==> src/hdl/wbps_pkg.sv <==
package wbps_pkg;

	localparam int PATTERN_MAX = 16;
	localparam int LEN_W       = $clog2(PATTERN_MAX + 1);
	localparam int IDX_W       = (PATTERN_MAX > 1) ? $clog2(PATTERN_MAX) : 1;
	localparam int REG_BYTES   = 16;

	localparam int BYTE_W      = 8;
	localparam int CFG_DATA_W  = 64;
	localparam int CFG_IDX_W   = 3;
	localparam int MASK_W      = 16;
	localparam int PLEN_W      = 5;
	localparam int OCC_W       = 31;
	localparam int POS_W       = 32;
	localparam int STATUS_W    = 2;

	localparam logic [CFG_IDX_W-1:0] CFG_PAT_LOW  = 3'd0;
	localparam logic [CFG_IDX_W-1:0] CFG_PAT_HIGH = 3'd1;
	localparam logic [CFG_IDX_W-1:0] CFG_CARE     = 3'd2;
	localparam logic [CFG_IDX_W-1:0] CFG_LENGTH   = 3'd3;
	localparam logic [CFG_IDX_W-1:0] CFG_OCC      = 3'd4;

	typedef enum logic [STATUS_W-1:0] {
		STATUS_FOUND     = 2'd0,
		STATUS_NOT_FOUND = 2'd1,
		STATUS_INVALID   = 2'd2
	} status_t;

	typedef logic [BYTE_W-1:0] byte_t;

	typedef struct packed {
		byte_t [PATTERN_MAX-1:0] pat;
		logic  [PATTERN_MAX-1:0] care;
		logic  [LEN_W-1:0]       length;
		logic  [OCC_W-1:0]       occ;
	} cfg_t;

endpackage

==> src/hdl/wbps_window_match.sv <==
module wbps_window_match
	import wbps_pkg::*;
(
	input  logic  clk,
	input  logic  arst_n,
	input  logic  step,
	input  logic  clear,
	input  byte_t new_byte,
	input  cfg_t  cfg,
	output logic  hit
);

	byte_t window_q [PATTERN_MAX];
	byte_t new_win  [PATTERN_MAX];

	always_comb begin
		new_win[0] = new_byte;
		for (int k = 1; k < PATTERN_MAX; k++)
			new_win[k] = window_q[k-1];
	end

	always_ff @(posedge clk or negedge arst_n) begin
		if (!arst_n) begin
			for (int k = 0; k < PATTERN_MAX; k++)
				window_q[k] <= '0;
		end else if (step) begin
			for (int k = 0; k < PATTERN_MAX; k++)
				window_q[k] <= clear ? '0 : new_win[k];
		end
	end

	// window entry k lines up with pattern byte length-1-k
	always_comb begin
		logic [LEN_W-1:0] idx_full;
		logic [IDX_W-1:0] idx;
		hit = 1'b1;
		for (int k = 0; k < PATTERN_MAX; k++) begin
			idx_full = cfg.length - LEN_W'(k) - LEN_W'(1);
			idx      = idx_full[IDX_W-1:0];
			if ((LEN_W'(k) < cfg.length) && cfg.care[idx] && (new_win[k] != cfg.pat[idx]))
				hit = 1'b0;
		end
	end

endmodule

==> config.mk <==
export PLATFORM = sky130hd
export DESIGN_NAME = wbps_window_match
export DESIGN_NICKNAME = d
export VERILOG_FILES = /design/src/hdl/wbps_pkg.sv /design/src/hdl/wbps_window_match.sv
export SDC_FILE = /design/constraint.sdc
export NUM_CORES = 1
export LEC_CHECK = 0
export BUFFER_PORTS_ARGS = -buffer_cell sky130_fd_sc_hd__buf_2
export CAP_MARGIN = 5
export CELL_PAD_IN_SITES_DETAIL_PLACEMENT = 1
export CELL_PAD_IN_SITES_GLOBAL_PLACEMENT = 2
export CORE_MARGIN = 3
export CORE_UTILIZATION = 41
export CTS_BUF_LIST = sky130_fd_sc_hd__clkbuf_8
export CTS_CLUSTER_SIZE = 20
export DETAILED_ROUTE_END_ITERATION = 6
export GPL_ROUTABILITY_DRIVEN = 0
export PLACE_DENSITY_LB_ADDON = 0.1
export SLEW_MARGIN = 20
export SYNTH_ARGS = -nofsm -noshare
export SYNTH_HDL_FRONTEND = slang
export SYNTH_SLANG_ARGS = --single-unit
==> constraint.sdc <==
create_clock -name clk -period 5.9 [get_ports clk]
set_input_delay 0.295 -clock clk [delete_from_list [all_inputs] [get_ports clk]]
set_output_delay 0.295 -clock clk [all_outputs]
set_load 0.005 [all_outputs]
==> run summary, run 1 <==
CP Max Fanout - 51
Async S/R FF share, synth - 100%
top cell type's share of synthesized area - 32.7%
crit end category - output pin
status - finished clean
DRT Pass-1 Iters - 5
post-cts resize count - 0
number of synthesized flops with an enable pin - 0
R2R Setup Slk - 4.98 ns
Die Area - 42000 um^2
worst hold stages - 3
Post-DP HPWL - 47.5 mm
vias in the first global route - 13300
Required @ worst endpoint - 5.61 ns
worst r2r path cells - 2
Synth area leader - mux4_2
worst vdd ir - 133 uV
CP startpoint kind - primary input
GR Overflow Total - 0
cell row count - 72
Tmin final - 5.25 ns
mean post-synth cell area - 11.1 um^2
Initial Util - 41.7%
Routed WL per cell - 29.5 um
post-CTS setup buffer count - 0
count of pins over their slew limit - 0
final period utilization - 88.9%
Pwr Density - 204 nW/um^2
chip width - 205 um
Area Growth Syn to Fin - 9.92%
number of DRC markers in iteration 0 - 1313
Synth Cell Area - 16200 um^2
Synth cell types - 53
I/O pin cnt - 193
Lkg Pwr - 6.78 nW
Num Clock Sinks - 120
largest net degree at the start of global routing - 180
Area contributors post-synth - mux4_2 (33%), dfrtp_1 (18%), mux2i_1 (12%)
Net Sw Frac - 38.6%
initial antenna violation count - 1
WL final - 61.1 mm
Via Count - 13500
Hold Violations, Final - 0
Synthesized Nets - 1663
vias per inst - 6.49
Synth Warn # - 0
Post-Syn Instances - 1464
CTS tree - yes
Fin Clk Skew - 0.00767 ns
RSZ-0062 raised after global routing - false
cell-internal power - 2.23 mW
ratio of cells with drive above 1 in the final layout - 31.7%
final core occ - 45.9%
combinational share of power - 50.1%
Hold Path Class - primary input to flop
predominant post-synthesis flop cell - dfrtp_1
port bufs - 161
Remaining DRCs - 0
Yosys reg bits - 120
WS Path Type - primary input to output pin
cts hold-fix bufs - 1
core area - 38900 um^2
sequential share of power - 23.3%
Ant. Diodes - 0
CTS H-tree lvls - 4
GRT Util Overall - 29.1%
Psw - 1.40 mW
setup TNS - 0 ns
first-pass GRT wire length - 89.8 mm
clock group share of total power - 26.5%
Arr. time, crit path - 4.95 ns
clock buffer depth - 2
Finish-stage setup viols - 0
Peak Freq - 0.191 GHz
max FFs per register - 120
Final nets - 1743
slew at the pin closest to its max-slew limit - 1.05 ns
max_cap viols - 0
Seq/Total Area, Yosys - 18.5%
clock-pin slew on the worst setup and hold paths - 0.08 ns
Post-DRT Antenna Nets - 0
CTS Root Cell - clkbuf_8
CTS Buf Count - 17
Die Span Y - 205 um
Clk Latency, worst-skew pair - 0.46 ns
Rel. slew slack - 29.8%
-- cell usage in the layout (no fill, tap or decap), types with 14 or more instances in the layout --
master | Yosys | routed
mux4_2 | 236 | 236
mux2i_1 | 193 | 193
buf_2 | 35 | 157
xnor2_1 | 147 | 145
o21ai_0 | 137 | 137
inv_1 | 123 | 123
nand3b_1 | 120 | 120
dfrtp_1 | 120 | 120
a21oi_1 | 41 | 41
nand2_1 | 26 | 26
nor4_1 | 25 | 25
nand3_1 | 24 | 24
buf_4 | 34 | 24
clkbuf_8 | 0 | 19
mux2_2 | 18 | 18
nor2b_1 | 16 | 16
a211oi_1 | 15 | 15
nor2_1 | 14 | 14
-- area by class of cell --
cell class	count	area (um^2)
well taps	518	648
fillers	4299	21100
repair buffers	191	1120
clock buffers	18	248
flip-flops and latches	120	3000
multi-input cells	1089	12100
clock inverters	14	253
inverters	125	472
-- power groups by stage --
stage          Clock [mW]  Sequential (mW)  Combinational (mW)
6_report            0.964            0.848                1.82
5_1_grt              1.02            0.850                1.91
4_1_cts             0.984            0.848                1.80
3_5_place_dp            0            0.864                1.80
3_3_place_gp            0            0.863                1.77
2_1_floorplan           0            0.860                1.19
-- synth_stat cells (26+ instances only) --
cell type	count
nand2_1	26
mux4_2	236
o21ai_0	137
dfrtp_1	120
mux2i_1	193
nand3b_1	120
buf_2	35
a21oi_1	41
xnor2_1	147
buf_4	34
clkbuf_1	48
inv_1	123
-- path summary, 6_finish.rpt --
kind                                    from      endpoint
worst min-delay path             new_byte[1]  new_win[113]
min in group asynchronous             arst_n   new_win[27]
worst max register to register  new_win[119]  new_win[111]
max in group asynchronous             arst_n   new_win[19]
worst min register to register   new_win[99]   new_win[91]
worst max-delay path                 cfg[32]           hit
-- kinds of logic after synthesis --
kind of cell               count (synthesis)  synth area share [%]
DFF                                      120                  18.5
AOI/OAI and AO/OA                        211                  7.08
muxes                                    459                  47.7
xor gates and xnor gates                 159                  8.88
and+or+nand+nor                          253                  9.97
buffers and inverters                    255                  7.32
adders and majority gates                  7                 0.539
-- critical path: stages --
cell and delay, ns:
buf_6 0.29, inv_1 0.21, ha_4 0.84, nand3_1 0.24, xor2_2 0.75, mux4_1 0.72
xnor2_1 0.18, nor4_1 0.36, nand3_1 0.18, a31o_1 0.27, nor4_2 0.39, buf_2 0.19
-- through the flow --
step / instances / setup WS, ns / hold WS [ns] / power, mW / area [um^2]
2_1_floorplan: 1464 / 1.52 / -0.000591 / 2.05 / 16200
3_3_place_gp: 2042 / 0.699 / 0.340 / 2.63 / 17300
3_5_place_dp: 2042 / 0.615 / 0.340 / 2.66 / 17300
4_1_cts: 2075 / 0.623 / 0.138 / 3.63 / 17800
5_1_grt: 2075 / 0.570 / 0.169 / 3.78 / 17900
6_report: 2075 / 0.652 / 0.169 / 3.63 / 17900
-- metal layers --
metal	GRT usage, %	vias up	share of wire, %
met5	0	-	0.028
met4	6.27	2	2.1
met3	5.82	54	7.9
met2	42.9	595	44
met1	44.5	7051	46
li1	-	5767	-
Power figures use the tool's default switching activity.
==> run 2, diff against run 1 <==
- REMOVE_ABC_BUFFERS: unset -> 1
==> run 2 against run 1 <==
Clock power down 22%. Wire length down 4.0%. Non-clock buffer count up 13. Critical path type unchanged. Sequential power about the same. Count of clock-buffer cells in the layout up 1. Maximum frequency down 1.1%. Register-to-register slack better by 0.11 ns. Sequential cell count unchanged. Cell area down 0.12%.
==> run summary, run 2 (synthesized netlist as in run 1, its figures left out) <==
Required @ worst endpoint - 5.61 ns (about the same)
number of DRC markers in iteration 0 - 1089 (-17%)
final period utilization - 90.0% (+1.0 points)
GR Overflow Total - 0 (unchanged)
Die Area - 42000 um^2 (unchanged)
Die Span Y - 205 um (unchanged)
Critical Path, Cell by Cell - buf_6 > inv_4 > ha_4 > buf_12 > buf_4 > mux2i_1 > a21oi_1 > mux4_2 > xnor2_1 > nor4_1 > nand3_1 > a31o_1 > nor4_2 > buf_2
Peak Freq - 0.188 GHz (-1.1%)
CP startpoint kind - primary input
routing usage on met2 - 45.7% (+2.8 points)
Remaining DRCs - 0 (unchanged)
Fin Clk Skew - 0.0128 ns (+0.00515 ns)
Post-DP HPWL - 44.6 mm (-6.2%)
RSZ-0062 raised after global routing - false
post-CTS setup buffer count - 0 (unchanged)
Post-DRT Antenna Nets - 0 (unchanged)
worst r2r path cells - 2 (unchanged)
most frequent cells in the layout - mux4_2 (236), mux2i_1 (193), buf_2 (156)
footprint of the multi-input gates - 12100 um^2 (about the same)
R2R Setup Slk - 5.09 ns (+0.11 ns)
Area Growth Syn to Fin - 9.79%
CP Max Fanout - 48 (-5.9%)
I/O pin cnt - 193 (unchanged)
clock-pin slew on the worst setup and hold paths - 0.08 ns (about the same)
Hold WS - 0.150 ns (-0.0185 ns)
most common cell after layout, fill and taps aside - mux4_2
Placed Cells incl. Taps - 2054 (+0.59%)
Hold Path Class - primary input to flop
crit end category - output pin
status - finished clean
core area - 38900 um^2 (unchanged)
filler cell count - 4267 (-0.74%)
port bufs - 161 (unchanged)
GR peak layer - met2
Ant. Diodes - 0 (unchanged)
Arr. time, crit path - 5.01 ns (+0.06 ns)
Max stage delay on crit path - 0.80 ns (-0.04 ns)
largest net degree at the start of global routing - 121 (-33%)
HP Start - new_byte[5]
GR Util met3 - 3.08% (-2.7 points)
CTS Root Cell - clkbuf_8
Lkg Pwr - 6.78 nW (about the same)
Tmin final - 5.31 ns (+0.0609 ns)
clock buffer depth - 2 (unchanged)
CTS H-tree lvls - 4 (unchanged)
max FFs per register - 120 (unchanged)
first-pass GRT wire length - 88.3 mm (-1.6%)
Hold EP - new_win[117]
slew at the pin closest to its max-slew limit - 1.01 ns (-0.0454 ns)
CP max stage cell - nor4_1
reg2reg end - new_win[48]
WL final - 58.7 mm (-4.0%)
Num Clock Sinks - 120 (unchanged)
Pwr Density - 190 nW/um^2 (-6.6%)
vias in the first global route - 13500 (+1.6%)
Finish-stage setup viols - 0 (unchanged)
met1 Use GR - 41.1% (-3.4 points)
RR Startpoint - new_win[56]
Clk Latency, worst-skew pair - 0.46 ns (about the same)
Initial Util - 41.7% (unchanged)
Via Count - 13300 (-1.2%)
count of pins over their slew limit - 0 (unchanged)
chip width - 205 um (unchanged)
CTS tree - yes
Routed WL per cell - 28.1 um (-4.6%)
worst hold stages - 3 (unchanged)
vias per inst - 6.37 (-1.8%)
CTS Buf Count - 17 (unchanged)
WS Path Type - primary input to output pin
cell row count - 72 (unchanged)
Hold Violations, Final - 0 (unchanged)
initial antenna violation count - 1 (unchanged)
Rel. slew slack - 32.9% (+3.0 points)
Final nets - 1756 (+0.75%)
worst vdd ir - 118 uV (-12%)
GRT Util Overall - 28.1% (-1.0 points)
Sequential Area - 3000 um^2 (unchanged)
ratio of cells with drive above 1 in the final layout - 32.3% (+0.57 points)
DRT Pass-1 Iters - 5 (unchanged)
post-route non-filler standard cell count - 2088 (+0.63%)
max_cap viols - 0 (unchanged)
post-cts resize count - 0 (unchanged)
run 2: worst max-delay path, delay by kind of cell:
kind                       cells  cell delay, ns
AOI/OAI and AO/OA              2            0.42
xor gates and xnor gates       1            0.19
muxes                          2            0.85
adders and majority gates      1            0.49
buffers and inverters          5            1.21
and+or+nand+nor                3            1.49
run 2: final cells by class:
| class | count | share of cell area [%] |
|---|---|---|
| clock buffers | 19 | 1.47 |
| clock inverters | 13 | 0.674 |
| inverters | 125 | 2.65 |
| multi-input cells | 1089 | 67.8 |
| flip-flops and latches | 120 | 16.8 |
| well taps | 518 | 3.64 |
| repair buffers | 204 | 6.89 |
run 2: worst max-delay path by stage:
stage | slack [ns] | to | start
floorplan | -3.89 | hit | cfg[31]
global placement | 0.53 | hit | cfg[31]
detailed placement | 0.46 | hit | cfg[31]
CTS | 0.46 | hit | cfg[31]
global route | 0.23 | hit | cfg[31]
finish | 0.59 | hit | cfg[31]
run 2: per-stage QoR:
step	setup TNS (ns)	worst slack, ns	utilization [%]	total power, mW	area (um^2)
6_report	0	0.591	45.8	3.39	17800
5_1_grt	0	0.230	45.8	3.55	17800
4_1_cts	0	0.464	45.7	3.40	17800
3_5_place_dp	0	0.456	44.7	2.64	17400
3_3_place_gp	0	0.529	44.7	2.62	17400
2_1_floorplan	-3.89	-3.89	-	1.99	15500
run 2: layer usage:
metal | vias up | wire, um
met1 | 7061 | 26400
li1 | 5787 | -
met4 | 2 | 983
met2 | 410 | 28400
met3 | 45 | 2860
met5 | - | 13
run 2: power by group:
| part | internal (mW) | switching, mW | leakage [nW] | total [mW] |
|---|---|---|---|---|
| combinational | 0.805 | 0.987 | 4.93 | 1.79 |
| clock | 0.358 | 0.394 | 0.188 | 0.752 |
| sequential | 0.837 | 0.0100 | 1.66 | 0.847 |
| total | 2.00 | 1.39 | 6.78 | 3.39 |
run 2: what timing repair did:
item / 4_1_cts / 5_1_grt
setup endpoints to repair: 0 / 0
hold buffers: 1 / 0
endpoints found under the hold margin: 67 / 0
