<file path="src/hdl/wbps_pkg.sv">
package wbps_pkg;

	localparam int PATTERN_MAX = 16;
	localparam int LEN_W       = $clog2(PATTERN_MAX + 1);
	localparam int IDX_W       = (PATTERN_MAX > 1) ? $clog2(PATTERN_MAX) : 1;
	localparam int REG_BYTES   = 16;

	localparam int BYTE_W      = 8;
	localparam int CFG_DATA_W  = 64;
	localparam int CFG_IDX_W   = 3;
	localparam int MASK_W      = 16;
	localparam int PLEN_W      = 5;
	localparam int OCC_W       = 31;
	localparam int POS_W       = 32;
	localparam int STATUS_W    = 2;

	localparam logic [CFG_IDX_W-1:0] CFG_PAT_LOW  = 3'd0;
	localparam logic [CFG_IDX_W-1:0] CFG_PAT_HIGH = 3'd1;
	localparam logic [CFG_IDX_W-1:0] CFG_CARE     = 3'd2;
	localparam logic [CFG_IDX_W-1:0] CFG_LENGTH   = 3'd3;
	localparam logic [CFG_IDX_W-1:0] CFG_OCC      = 3'd4;

	typedef enum logic [STATUS_W-1:0] {
		STATUS_FOUND     = 2'd0,
		STATUS_NOT_FOUND = 2'd1,
		STATUS_INVALID   = 2'd2
	} status_t;

	typedef logic [BYTE_W-1:0] byte_t;

	typedef struct packed {
		byte_t [PATTERN_MAX-1:0] pat;
		logic  [PATTERN_MAX-1:0] care;
		logic  [LEN_W-1:0]       length;
		logic  [OCC_W-1:0]       occ;
	} cfg_t;

endpackage

</file>
<file path="src/hdl/wbps_cfg_regs.sv">
module wbps_cfg_regs
	import wbps_pkg::*;
(
	input  logic                  clk,
	input  logic                  arst_n,
	input  logic                  we,
	input  logic [CFG_IDX_W-1:0]  index,
	input  logic [CFG_DATA_W-1:0] data,
	output cfg_t                  cfg
);

	logic [CFG_DATA_W-1:0] pat_low_q;
	logic [CFG_DATA_W-1:0] pat_high_q;
	logic [MASK_W-1:0]     care_q;
	logic [PLEN_W-1:0]     length_q;
	logic [OCC_W-1:0]      occ_q;
	logic [2*CFG_DATA_W-1:0] pat_all;

	always_ff @(posedge clk or negedge arst_n) begin
		if (!arst_n) begin
			pat_low_q  <= '0;
			pat_high_q <= '0;
			care_q     <= '0;
			length_q   <= '0;
			occ_q      <= '0;
		end else if (we) begin
			case (index)
				CFG_PAT_LOW:  pat_low_q  <= data;
				CFG_PAT_HIGH: pat_high_q <= data;
				CFG_CARE:     care_q     <= data[MASK_W-1:0];
				CFG_LENGTH:   length_q   <= data[PLEN_W-1:0];
				CFG_OCC:      occ_q      <= data[OCC_W-1:0];
				default: ;
			endcase
		end
	end

	assign pat_all = {pat_high_q, pat_low_q};

	// bytes beyond the register file are wildcards
	for (genvar j = 0; j < PATTERN_MAX; j++) begin : g_pat
		if (j < REG_BYTES) begin : g_reg
			assign cfg.pat[j]  = pat_all[BYTE_W*j +: BYTE_W];
			assign cfg.care[j] = care_q[j];
		end else begin : g_none
			assign cfg.pat[j]  = '0;
			assign cfg.care[j] = 1'b0;
		end
	end

	assign cfg.length = (32'(length_q) > PATTERN_MAX) ? LEN_W'(PATTERN_MAX) : LEN_W'(length_q);

	assign cfg.occ = occ_q;

endmodule

</file>
<file path="config.mk">
export PLATFORM = sky130hd
export DESIGN_NAME = wbps_cfg_regs
export DESIGN_NICKNAME = d
export VERILOG_FILES = /design/src/hdl/wbps_pkg.sv /design/src/hdl/wbps_cfg_regs.sv
export SDC_FILE = /design/constraint.sdc
export NUM_CORES = 1
export LEC_CHECK = 0
export ABC_CLOCK_PERIOD_IN_PS = 860
export BUFFER_PORTS_ARGS = -buffer_cell sky130_fd_sc_hd__buf_2
export CAP_MARGIN = 20
export CORE_MARGIN = 2
export CORE_UTILIZATION = 45
export CTS_CLUSTER_DIAMETER = 100
export CTS_CLUSTER_SIZE = 20
export DETAILED_ROUTE_END_ITERATION = 16
export GPL_TIMING_DRIVEN = 1
export PLACE_DENSITY = 0.79
export SYNTH_ARGS = -nofsm -noshare
export SYNTH_HDL_FRONTEND = slang
export SYNTH_SLANG_ARGS = --single-unit
</file>
<file path="constraint.sdc">
create_clock -name clk -period 0.86 [get_ports clk]
set_clock_uncertainty 0.05 [all_clocks]
set_input_delay 0.172 -clock clk [delete_from_list [all_inputs] [get_ports clk]]
set_output_delay 0.172 -clock clk [all_outputs]
set_load 0.02 [all_outputs]
</file>
==> results.yml, run 1 <==
run_status:
  outcome: "finished, violations left"
  violations: "setup timing"
clock_network:
  clock_sinks: 180
  cts_tree: "yes"
  cts_buffer_depth: 2
  cts_buffers: 17
  h-tree-depth: 4
  cts_root_buffer: "clkbuf_16"
  clkTransAtPathRegs_ns: 0.07
  insertion_delay_ns: 0.42
sta:
  clock.fmax_ghz: 0.691
  relSlewSlack_pct: 77.1
  period_minus_slack_ns: 1.45
  finalCritPeriodShare_pct: 168
  setup_viol: 360
  finalMaxSlewViolations: 0
  hold_slack_ns: 0.0412
  final_hold_viol_count: 0
  setup_slack_ns: -0.586
  worst_pin_slew_ns: 0.342
  rsz0062_at_grt: "yes"
setup_path:
  path_class: "flip-flop to output port"
  cp_max_fo: 6
  crit_path_end: "cfg[35]"
  r2r_start: "pat_high_q[58]"
  start_kind: "flip-flop"
  r2r_end: "pat_high_q[58]"
  cp_data_required_time_ns: 0.64
  reg2reg_depth: 3
  startpoint: "length_q[4]"
  cp_data_arrival_time_ns: 1.22
  regToRegSetupSlack_ns: -0.23
  endpoint_kind: "output port"
floorplan:
  initial_utilization_pct: 46.1
  rows: 46
  io-pin-count: 250
  dieWidth_um: 132
  core-area_um2: 15900
  die_h_um: 132
  dieArea_um2: 17300
grt:
  grt_pass1_vias: 6383
  antenna_found_initial: 2
  grtUsageTotal_pct: 29.0
  overflow: 0
  grt_pass1_wl_um: 37900
  grt_max_degree: 49
logic_synthesis:
  syn_nets: 459
  synth_xor_area_share_pct: 0
  avgSynthCellArea_um2: 18.8
  ys_warn_count: 0
  synth_top_family_by_area: "multiplexers"
  seq_area_frac_synth_pct: 61.5
  syn_area_um2: 7320
  ys_seq_elements: 180
  ys_types: 15
  muxShareOfSynthArea_pct: 33.9
  synth_compound_area_share_pct: 0
  netlist_instances: 389
  synth_fa_ha_area_share_pct: 0
  synth-simple-area-share_pct: 1.15
final_layout:
  drive_above_1_share_pct: 72.3
  multi_input_area_um2: 2840
  n_fill_cell: 768
  layout_commonest_cell: "buf_6"
  mostFrequentLayoutCells: "buf_6 (210), mux2_4 (179), dfrtp_1 (179), buf_4 (113), buf_2 (65)"
  fin_area_um2: 13100
  nNetsFinal: 944
  area_growth_syn_to_layout_pct: 78.5
  seq_area_um2: 4510
power_and_ir_drop:
  fin_total_pwr_mw: 33.2
  power_density_nw_per_um2: 2540
  ir_drop_mv: 1.62
  leakage_nw: 6.40
placement:
  dp_hpwl_um: 12500
  gp_congestion: 0.771
  io_buffers: 249
  placed_cell_area_um2: 9160
detailed_routing:
  vias: 5416
  drtAntennaViolNets: 0
  remaining_drc_errors: 0
  first_iter_violations: 222
  routedWlPerCell_um: 22.5
  detail_route.vias_per_cell: 4.91
  first_pass_iters: 4
  wirelength_um: 24800
hold_path:
  hp-class: "input port to flip-flop"
  hold_depth: 2
job:
  maxCapViolCount: 0
==> sequential cells by signal, indices dropped and copies added, names as in the netlist <==
signal,flops
pat_high_q,64
pat_low_q,64
length_q,5
occ_q,31
care_q,16
==> power breakdown <==
group	internal [mW]	total (mW)	leakage, nW	switching [mW]
clock	4.43	7.92	0.288	3.49
sequential	10.3	12.0	2.16	1.67
combinational	8.00	13.2	3.95	5.21
total	22.8	33.2	6.40	10.4
==> synth_stat cells (all sizes together) <==
cell type    n  share of area (%)
nor4b        1               0.21
clkbuf       1              0.051
buf         19                3.4
nand4b       1               0.12
nor2b        4               0.34
dfrtp      180                 62
and4bb       2               0.34
nor4bb       1               0.14
mux2       180                 34
==> through the flow <==
| step | setup TNS, ns | cells | setup slack [ns] | util (%) |
|---|---|---|---|---|
| 2_1_floorplan | -64.95 | 389 | -0.407 | - |
| 3_3_place_gp | -113.16 | 864 | -0.692 | 57.7 |
| 3_5_place_dp | -115.68 | 864 | -0.701 | 57.7 |
| 4_1_cts | -95.51 | 1069 | -0.589 | 80.7 |
| 5_1_grt | -99.61 | 1104 | -0.607 | 82.2 |
| 6_report | -93.34 | 1104 | -0.586 | 82.2 |
==> timing repair <==
item / CTS / global route
buffers inserted: 99 / 69
hold endpoints to repair: 342 / 0
pin swaps: 4 / 4
hold buffers: 64 / 0
resized for setup: 424 / 37
endpoints found under the setup margin: 354 / 359
cloned: 11 / 0
==> layout make-up <==
type                            count  area share (%)
Timing Repair Buffer              486            37.2
Sequential cell                   180            34.5
Multi-Input combinational cell    189            21.7
Clock buffer                       20            3.42
Tap cell                          216            2.07
Clock inverter                     12            1.08
Antenna cell                        1          0.0192
==> critical path, cell delays in order (launching register included) <==
cell     delay, ns
dfrtp_2       0.50
buf_4         0.18
buf_6         0.12
==> how the worst min path moves through the flow <==
stage	from	end	slack [ns]
final	data[4]	care_q[4]	0.04
after global routing	data[4]	care_q[4]	0.02
after CTS	data[4]	pat_low_q[4]	0.01
after detailed placement	arst_n	pat_high_q[42]	-0.02
after global placement	arst_n	pat_high_q[41]	-0.02
after floorplan	arst_n	care_q[0]	-0.17
==> routing by layer <==
| layer | part of all wire [%] | up-vias | wire length [um] | global-route usage, % |
|---|---|---|---|---|
| met5 | 0.052 | - | 13 | 0 |
| met4 | 5.2 | 2 | 1290 | 14.9 |
| met3 | 4.0 | 86 | 981 | 6.10 |
| met2 | 55 | 209 | 13500 | 54.7 |
| met1 | 36 | 2773 | 8990 | 30.2 |
| li1 | - | 2346 | - | - |
==> cell families (layout without fill, tap and decap cells) <==
| logic type | count (synthesis) | after routing |
|---|---|---|
| AND/OR/NAND/NOR | 9 | 9 |
| buffers and inverters | 20 | 518 |
| other | 0 | 1 |
| multiplexers | 180 | 180 |
| flip-flops | 180 | 180 |
No activity file was read; power rests on OpenSTA's default activity.
==> inputs of run 2 (changes only) <==
--- a/config.mk
+++ b/config.mk
@@ -5,6 +5,7 @@
 export SDC_FILE = /design/constraint.sdc
 export NUM_CORES = 1
 export LEC_CHECK = 0
+export ABC_AREA = 1
 export ABC_CLOCK_PERIOD_IN_PS = 860
 export BUFFER_PORTS_ARGS = -buffer_cell sky130_fd_sc_hd__buf_2
 export CAP_MARGIN = 20
==> run 2 against run 1 <==
Effect of this change:
- the flow still finishes with violations (setup timing)
- critical path depth rose by 2
- combinational power fell by 17%
- critical endpoint is now cfg[33]
- non-clock buffer count fell by 10
- sequential cell count did not move
- maximum frequency fell by 12%
- first-iteration DRC count rose to 4.3 times the previous value
==> results.yml, run 2 <==
grt:
  grtUsageTotal_pct: 31.2
  grt_pass1_vias: 7915
  grtUsageMet3_pct: 8.02
  met1_usage_pct: 37.9
  overflow: 0
  grt_max_degree: 49
  antenna_found_initial: 1
  grt_pass1_wl_um: 42900
  grtUsageMet2_pct: 51.7
  grt-busiest-layer: "met2"
hold_path:
  hp-class: "input port to asynchronous set/reset pin"
logic_synthesis:
  synth_fa_ha_area_share_pct: 0
  muxShareOfSynthArea_pct: 0
  synth_top_family_by_area: "simple AND/OR/NAND/NOR gates"
  synth_area_leaders: "dfrtp_1 (62%), nand2_1 (19%), nand3_1 (12%)"
  yosysMostFrequentCell: "nand2_1"
  yosys.area.top_type: "dfrtp_1"
  seq_area_frac_synth_pct: 61.5
  synth_xor_area_share_pct: 0
  syn_area_um2: 7320
  synth-main-ff-cell: "dfrtp_1"
  ys_types: 16
  synth_compound_area_share_pct: 0.137
  synth_edf_count: 0
  syn_nets: 874
  synth-async-reset-ratio_pct: 100
  synth_top_area_share_pct: 61.5
  netlist_instances: 804
  avgSynthCellArea_um2: 9.10
  ys_warn_count: 0
  synth-simple-area-share_pct: 32.0
  ys_seq_elements: 180
  netlist_top_cells_count: "nand2_1 (371), dfrtp_1 (180), nand3_1 (175)"
clock_network:
  cts_tree: "yes"
  insertion_delay_ns: 0.42
  clkTransAtPathRegs_ns: 0.07
  cts_buffer_depth: 2
  clock_sinks: 180
  h-tree-depth: 4
  cts_root_buffer: "clkbuf_16"
  cts_buffers: 17
setup_path:
  endpoint_kind: "output port"
  cp_data_required_time_ns: 0.64
  cp_slowest_cell: "dfrtp_1"
  startpoint: "length_q[3]"
  path_delay_family: "flip-flops"
  cp_data_arrival_time_ns: 1.41
  slowest_delay_ns: 0.39
  r2r_end: "pat_low_q[34]"
  regToRegSetupSlack_ns: -0.13
  r2r_start: "pat_low_q[34]"
  start_kind: "flip-flop"
  cp_max_fo: 2
  path_class: "flip-flop to output port"
  reg2reg_depth: 4
  cp_num_buf_inv: 1
  worstPathCellList: "nor2_2 > nand2_2 > a21oi_4 > buf_6"
final_layout:
  utilization_pct: 78.7
  mostFrequentLayoutCells: "nand2_1 (349), buf_6 (201), dfrtp_1 (179), nand3_1 (166), buf_4 (123)"
  drive_above_1_share_pct: 39.0
  area_growth_syn_to_layout_pct: 70.9
  n_fill_cell: 878
  nNetsFinal: 1315
  reg_top3: "pat_high_q: 64 flops, pat_low_q: 64 flops, occ_q: 31 flops"
  layout_commonest_cell: "nand2_1"
power_and_ir_drop:
  ir_drop_mv: 1.43
  power_density_nw_per_um2: 2430
  leakage_nw: 6.72
run_status:
  outcome: "finished, violations left"
  violations: "setup timing"
sta:
  finalMaxSlewViolations: 0
  relSlewSlack_pct: 69.7
  setup_viol: 207
  final_hold_viol_count: 0
  setup_slack_ns: -0.776
  clock.fmax_ghz: 0.611
  finalCritPeriodShare_pct: 190
  worst_pin_slew_ns: 0.453
  period_minus_slack_ns: 1.64
  rsz0062_at_grt: "yes"
  hold_slack_ns: 0.169
job:
  maxCapViolCount: 0
placement:
  gp_congestion: 0.837
  dp_hpwl_um: 14200
  io_buffers: 249
detailed_routing:
  wirelength_um: 30700
  drtAntennaViolNets: 0
  vias: 8123
  remaining_drc_errors: 0
  detail_route.vias_per_cell: 5.51
  routedWlPerCell_um: 20.8
  first_pass_iters: 6
  first_iter_violations: 956
floorplan:
  core-area_um2: 15900
  io-pin-count: 250
  die_h_um: 132
  dieArea_um2: 17300
  rows: 46
  initial_utilization_pct: 46.1
  dieWidth_um: 132
-- run 2: cells by family (layout without fill, tap and decap cells) --
logic type | count (synthesis) | after routing
other | 0 | 1
AOI/OAI and AO/OA | 2 | 2
DFF | 180 | 180
and+or+nand+nor | 558 | 558
buffers and inverters | 64 | 517
-- run 2: through the flow --
step	total power, mW	setup TNS, ns	cells	setup WS (ns)	cell area (um^2)
after detailed placement	17.7	-58.60	1263	-0.366	9130
after floorplan	14.9	-9.93	804	-0.160	7600
after global placement	17.5	-54.50	1263	-0.362	9130
after CTS	28.6	-61.20	1409	-0.715	11900
after global routing	31.5	-67.98	1474	-0.824	12500
final	30.4	-62.52	1474	-0.776	12500
-- run 2: how the worst max path moves through the flow --
| stage | endpoint | depth (start not counted) |
|---|---|---|
| CTS | cfg[33] | 4 |
| floorplan | cfg[33] | 3 |
| global placement | pat_low_q[38] | 6 |
| finish | cfg[33] | 4 |
| global route | cfg[33] | 4 |
| detailed placement | pat_low_q[38] | 6 |
-- run 2: worst reg2reg max path: cells and delay by family (launching register included) --
kind | cells | cell delay, ns
flip-flops | 1 | 0.42
buffers and inverters | 2 | 0.26
AND/OR/NAND/NOR | 2 | 0.15
-- run 2: layout make-up --
| class | instances | area (um^2) | area share (%) |
|---|---|---|---|
| Inverter | 10 | 50.0 | 0.400 |
| Clock buffer | 20 | 457 | 3.65 |
| Timing Repair Buffer | 476 | 4560 | 36.5 |
| Sequential cell | 180 | 4510 | 36.0 |
| Multi-Input combinational cell | 560 | 2530 | 20.2 |
| Antenna cell | 1 | 2.50 | 0.0200 |
| Tap cell | 216 | 270 | 2.16 |
| Clock inverter | 11 | 129 | 1.03 |
-- run 2: timing repair --
| item | 4_1_cts | 5_1_grt |
|---|---|---|
| cloned | 0 | 1 |
| pin swaps | 2 | 13 |
| hold buffers | 65 | 0 |
| resized for setup | 365 | 43 |
| hold endpoints to repair | 346 | 0 |
| setup endpoints to repair | 180 | 195 |
| setup buffers | 50 | 67 |
-- run 2: metal layers --
metal	wire, um	vias to the layer above	share of wire, %
met1	10900	3908	36
met2	15100	607	49
met5	0	-	0
met3	2690	166	8.8
met4	1890	0	6.2
li1	-	3442	-
-- run 2: power breakdown --
part	switching (mW)	internal (mW)	leakage (nW)	total, mW
registers	1.46	10.1	2.26	11.5
logic	5.41	5.52	4.19	10.9
clock network	3.52	4.45	0.271	7.97
total	10.4	20.0	6.72	30.4
==> inputs of run 3 (changes only) <==
--- a/config.mk
+++ b/config.mk
@@ -10,12 +10,13 @@
 export BUFFER_PORTS_ARGS = -buffer_cell sky130_fd_sc_hd__buf_2
 export CAP_MARGIN = 20
 export CORE_MARGIN = 2
-export CORE_UTILIZATION = 45
+export CORE_UTILIZATION = 47
+export CTS_BUF_LIST = sky130_fd_sc_hd__clkbuf_4
 export CTS_CLUSTER_DIAMETER = 100
 export CTS_CLUSTER_SIZE = 20
 export DETAILED_ROUTE_END_ITERATION = 16
 export GPL_TIMING_DRIVEN = 1
-export PLACE_DENSITY = 0.79
+export PLACE_DENSITY = 0.82
 export SYNTH_ARGS = -nofsm -noshare
 export SYNTH_HDL_FRONTEND = slang
 export SYNTH_SLANG_ARGS = --single-unit
==> run 3 against run 2 <==
Effect of this change:
- the run ends with hold timing, setup timing left
- count of clock-buffer cells in the layout is 1 higher
- power is 8.3% lower
- global-route usage is 1.5 points higher
- worst setup slack worse by 0.17 ns
- clock power is 35% lower
- wire length is 0.42% lower
- sequential share of layout area is 0.61 points higher
- register-to-register slack worse by 0.08 ns
- sequential cell count stayed put
- cell area is 1.6% lower
==> results.yml, run 3 (synthesis gave the netlist of run 2 again) <==
run_status:
  outcome: "finished, violations left"
  violations: "hold timing, setup timing"
clock_network:
  insertion_delay_ns: 0.57
  h-tree-depth: 4
  cts_buffers: 17
  clock_sinks: 180
  cts_tree: "yes"
  cts_root_buffer: "clkbuf_4"
  cts_buffer_depth: 2
  clkTransAtPathRegs_ns: 0.16
  cts_hold_buf: 66
setup_path:
  slowest_delay_ns: 0.42
  path_class: "flip-flop to output port"
  cp_slowest_cell: "dfrtp_1"
  endpoint_kind: "output port"
  worstPathCellList: "nor2_1 > nand2_2 > a21oi_4 > buf_6"
  cp_num_buf_inv: 1
  start_kind: "flip-flop"
  path_delay_family: "flip-flops"
  cp_max_fo: 2
  reg2reg_depth: 4
  cp_data_arrival_time_ns: 1.59
  path_depth: 4
  cp_data_required_time_ns: 0.64
detailed_routing:
  routed.top_layer: "met5"
  vias: 8249
  first_pass_iters: 6
  first_iter_violations: 877
  detail_route.vias_per_cell: 5.64
  route.met3.wl_um: 3080
  drt-met1-wl_um: 10500
  routedWlPerCell_um: 20.9
  wirelength_um: 30500
  remaining_drc_errors: 0
  drtAntennaViolNets: 0
  wl_met2_um: 14800
floorplan:
  io-pin-count: 250
  core-area_um2: 15200
  dieWidth_um: 129
  die_h_um: 129
  initial_utilization_pct: 48.1
  dieArea_um2: 16600
  rows: 45
grt:
  grt_pass1_vias: 8174
  overflow: 0
  grtUsageTotal_pct: 32.7
  antenna_found_initial: 2
  grt_pass1_wl_um: 41700
  grt_max_degree: 54
placement:
  io_buffers: 249
  gp_congestion: 0.837
  dp_hpwl_um: 13900
  placed_cell_area_um2: 9050
final_layout:
  multi_input_area_um2: 2580
  seq_area_um2: 4510
  drive_above_1_share_pct: 41.2
  nNetsFinal: 1332
  n_fill_cell: 734
  mostFrequentLayoutCells: "nand2_1 (330), buf_6 (201), dfrtp_1 (178), nand3_1 (166), buf_4 (143)"
  layout_commonest_cell: "nand2_1"
  fin_area_um2: 12300
  reg_top3: "pat_high_q: 64 flops, pat_low_q: 64 flops, occ_q: 31 flops"
  area_growth_syn_to_layout_pct: 68.1
power_and_ir_drop:
  seqPwrFrac_pct: 41.1
  p_int_mw: 17.9
  p_comb_share_pct: 40.4
  leakage_nw: 6.68
  swShare_pct: 35.9
  power_density_nw_per_um2: 2270
  clkPwrFrac_pct: 18.5
  ir_drop_mv: 1.29
  p_switching_mw: 10.0
  fin_total_pwr_mw: 27.9
sta:
  final_hold_viol_count: 2
  rsz0062_at_grt: "yes"
  clock.fmax_ghz: 0.552
  setup_slack_ns: -0.951
  relSlewSlack_pct: 74.4
  finalCritPeriodShare_pct: 211
  setup_viol: 214
  hold_slack_ns: -0.00860
  period_minus_slack_ns: 1.81
  setup_tns_ns: -92.16
  worst_pin_slew_ns: 0.383
  finalMaxSlewViolations: 0
hold_path:
  hp-class: "input port to asynchronous set/reset pin"
job:
  maxCapViolCount: 0
[run 3: changes by cell type in the layout (fill, tap and decap cells not counted), moves of 2 or more]
cell        previous run  this run
clkbuf_4               0        21
buf_4                123       143
clkbuf_16             18         0
buf_12                18        15
nand2_1              349       330
nand2_2               20        38
clkbuf_8               2         0
clkinvlp_4             5         2
[run 3: worst paths after layout]
kind                                    start              to  slack [ns]
worst max-delay path              length_q[1]         cfg[34]       -0.95
worst min-delay path                   arst_n   pat_low_q[59]      -0.009
worst max register to register  pat_low_q[60]   pat_low_q[60]       -0.21
worst min register to register  pat_low_q[36]   pat_low_q[36]        0.47
max in group asynchronous              arst_n  pat_high_q[34]        0.22
min in group clk                           we     length_q[2]        0.03
[run 3: final cells by class]
cell class              count  area share (%)
multi-input cells         560            21.0
diodes                      1          0.0203
well taps                 188            1.91
repair buffers            493            37.7
inverters                  10           0.407
flip-flops and latches    180            36.6
clock inverters             9            1.07
clock buffers              21            1.28
[run 3: what timing repair did]
item	4_1_cts	5_1_grt
endpoints found under the setup margin	180	201
buffers inserted	63	75
gates resized for setup	363	65
hold endpoints to repair	360	14
pin swaps	1	21
[run 3: through the flow]
stage / setup slack, ns / util [%] / instances
CTS: -0.869 / 76.3 / 1393
global route: -1.06 / 80.9 / 1461
global placement: -0.331 / 59.5 / 1234
detailed placement: -0.367 / 59.5 / 1234
floorplan: -0.160 / - / 804
finish: -0.951 / 80.9 / 1462
[run 3: power groups by stage]
stage / logic (mW) / clock network (mW) / registers [mW]
2_1_floorplan: 1.88 / 0 / 13.0
3_3_place_gp: 6.43 / 0 / 11.0
3_5_place_dp: 6.58 / 0 / 11.0
4_1_cts: 9.50 / 5.01 / 11.2
5_1_grt: 11.9 / 5.53 / 11.6
6_report: 11.3 / 5.15 / 11.5
[run 3: layer usage]
layer / up-vias / GRT usage [%]
met5: - / 0
met4: 2 / 20.6
met3: 200 / 9.52
met2: 662 / 54.9
met1: 3918 / 36.8
li1: 3467 / -
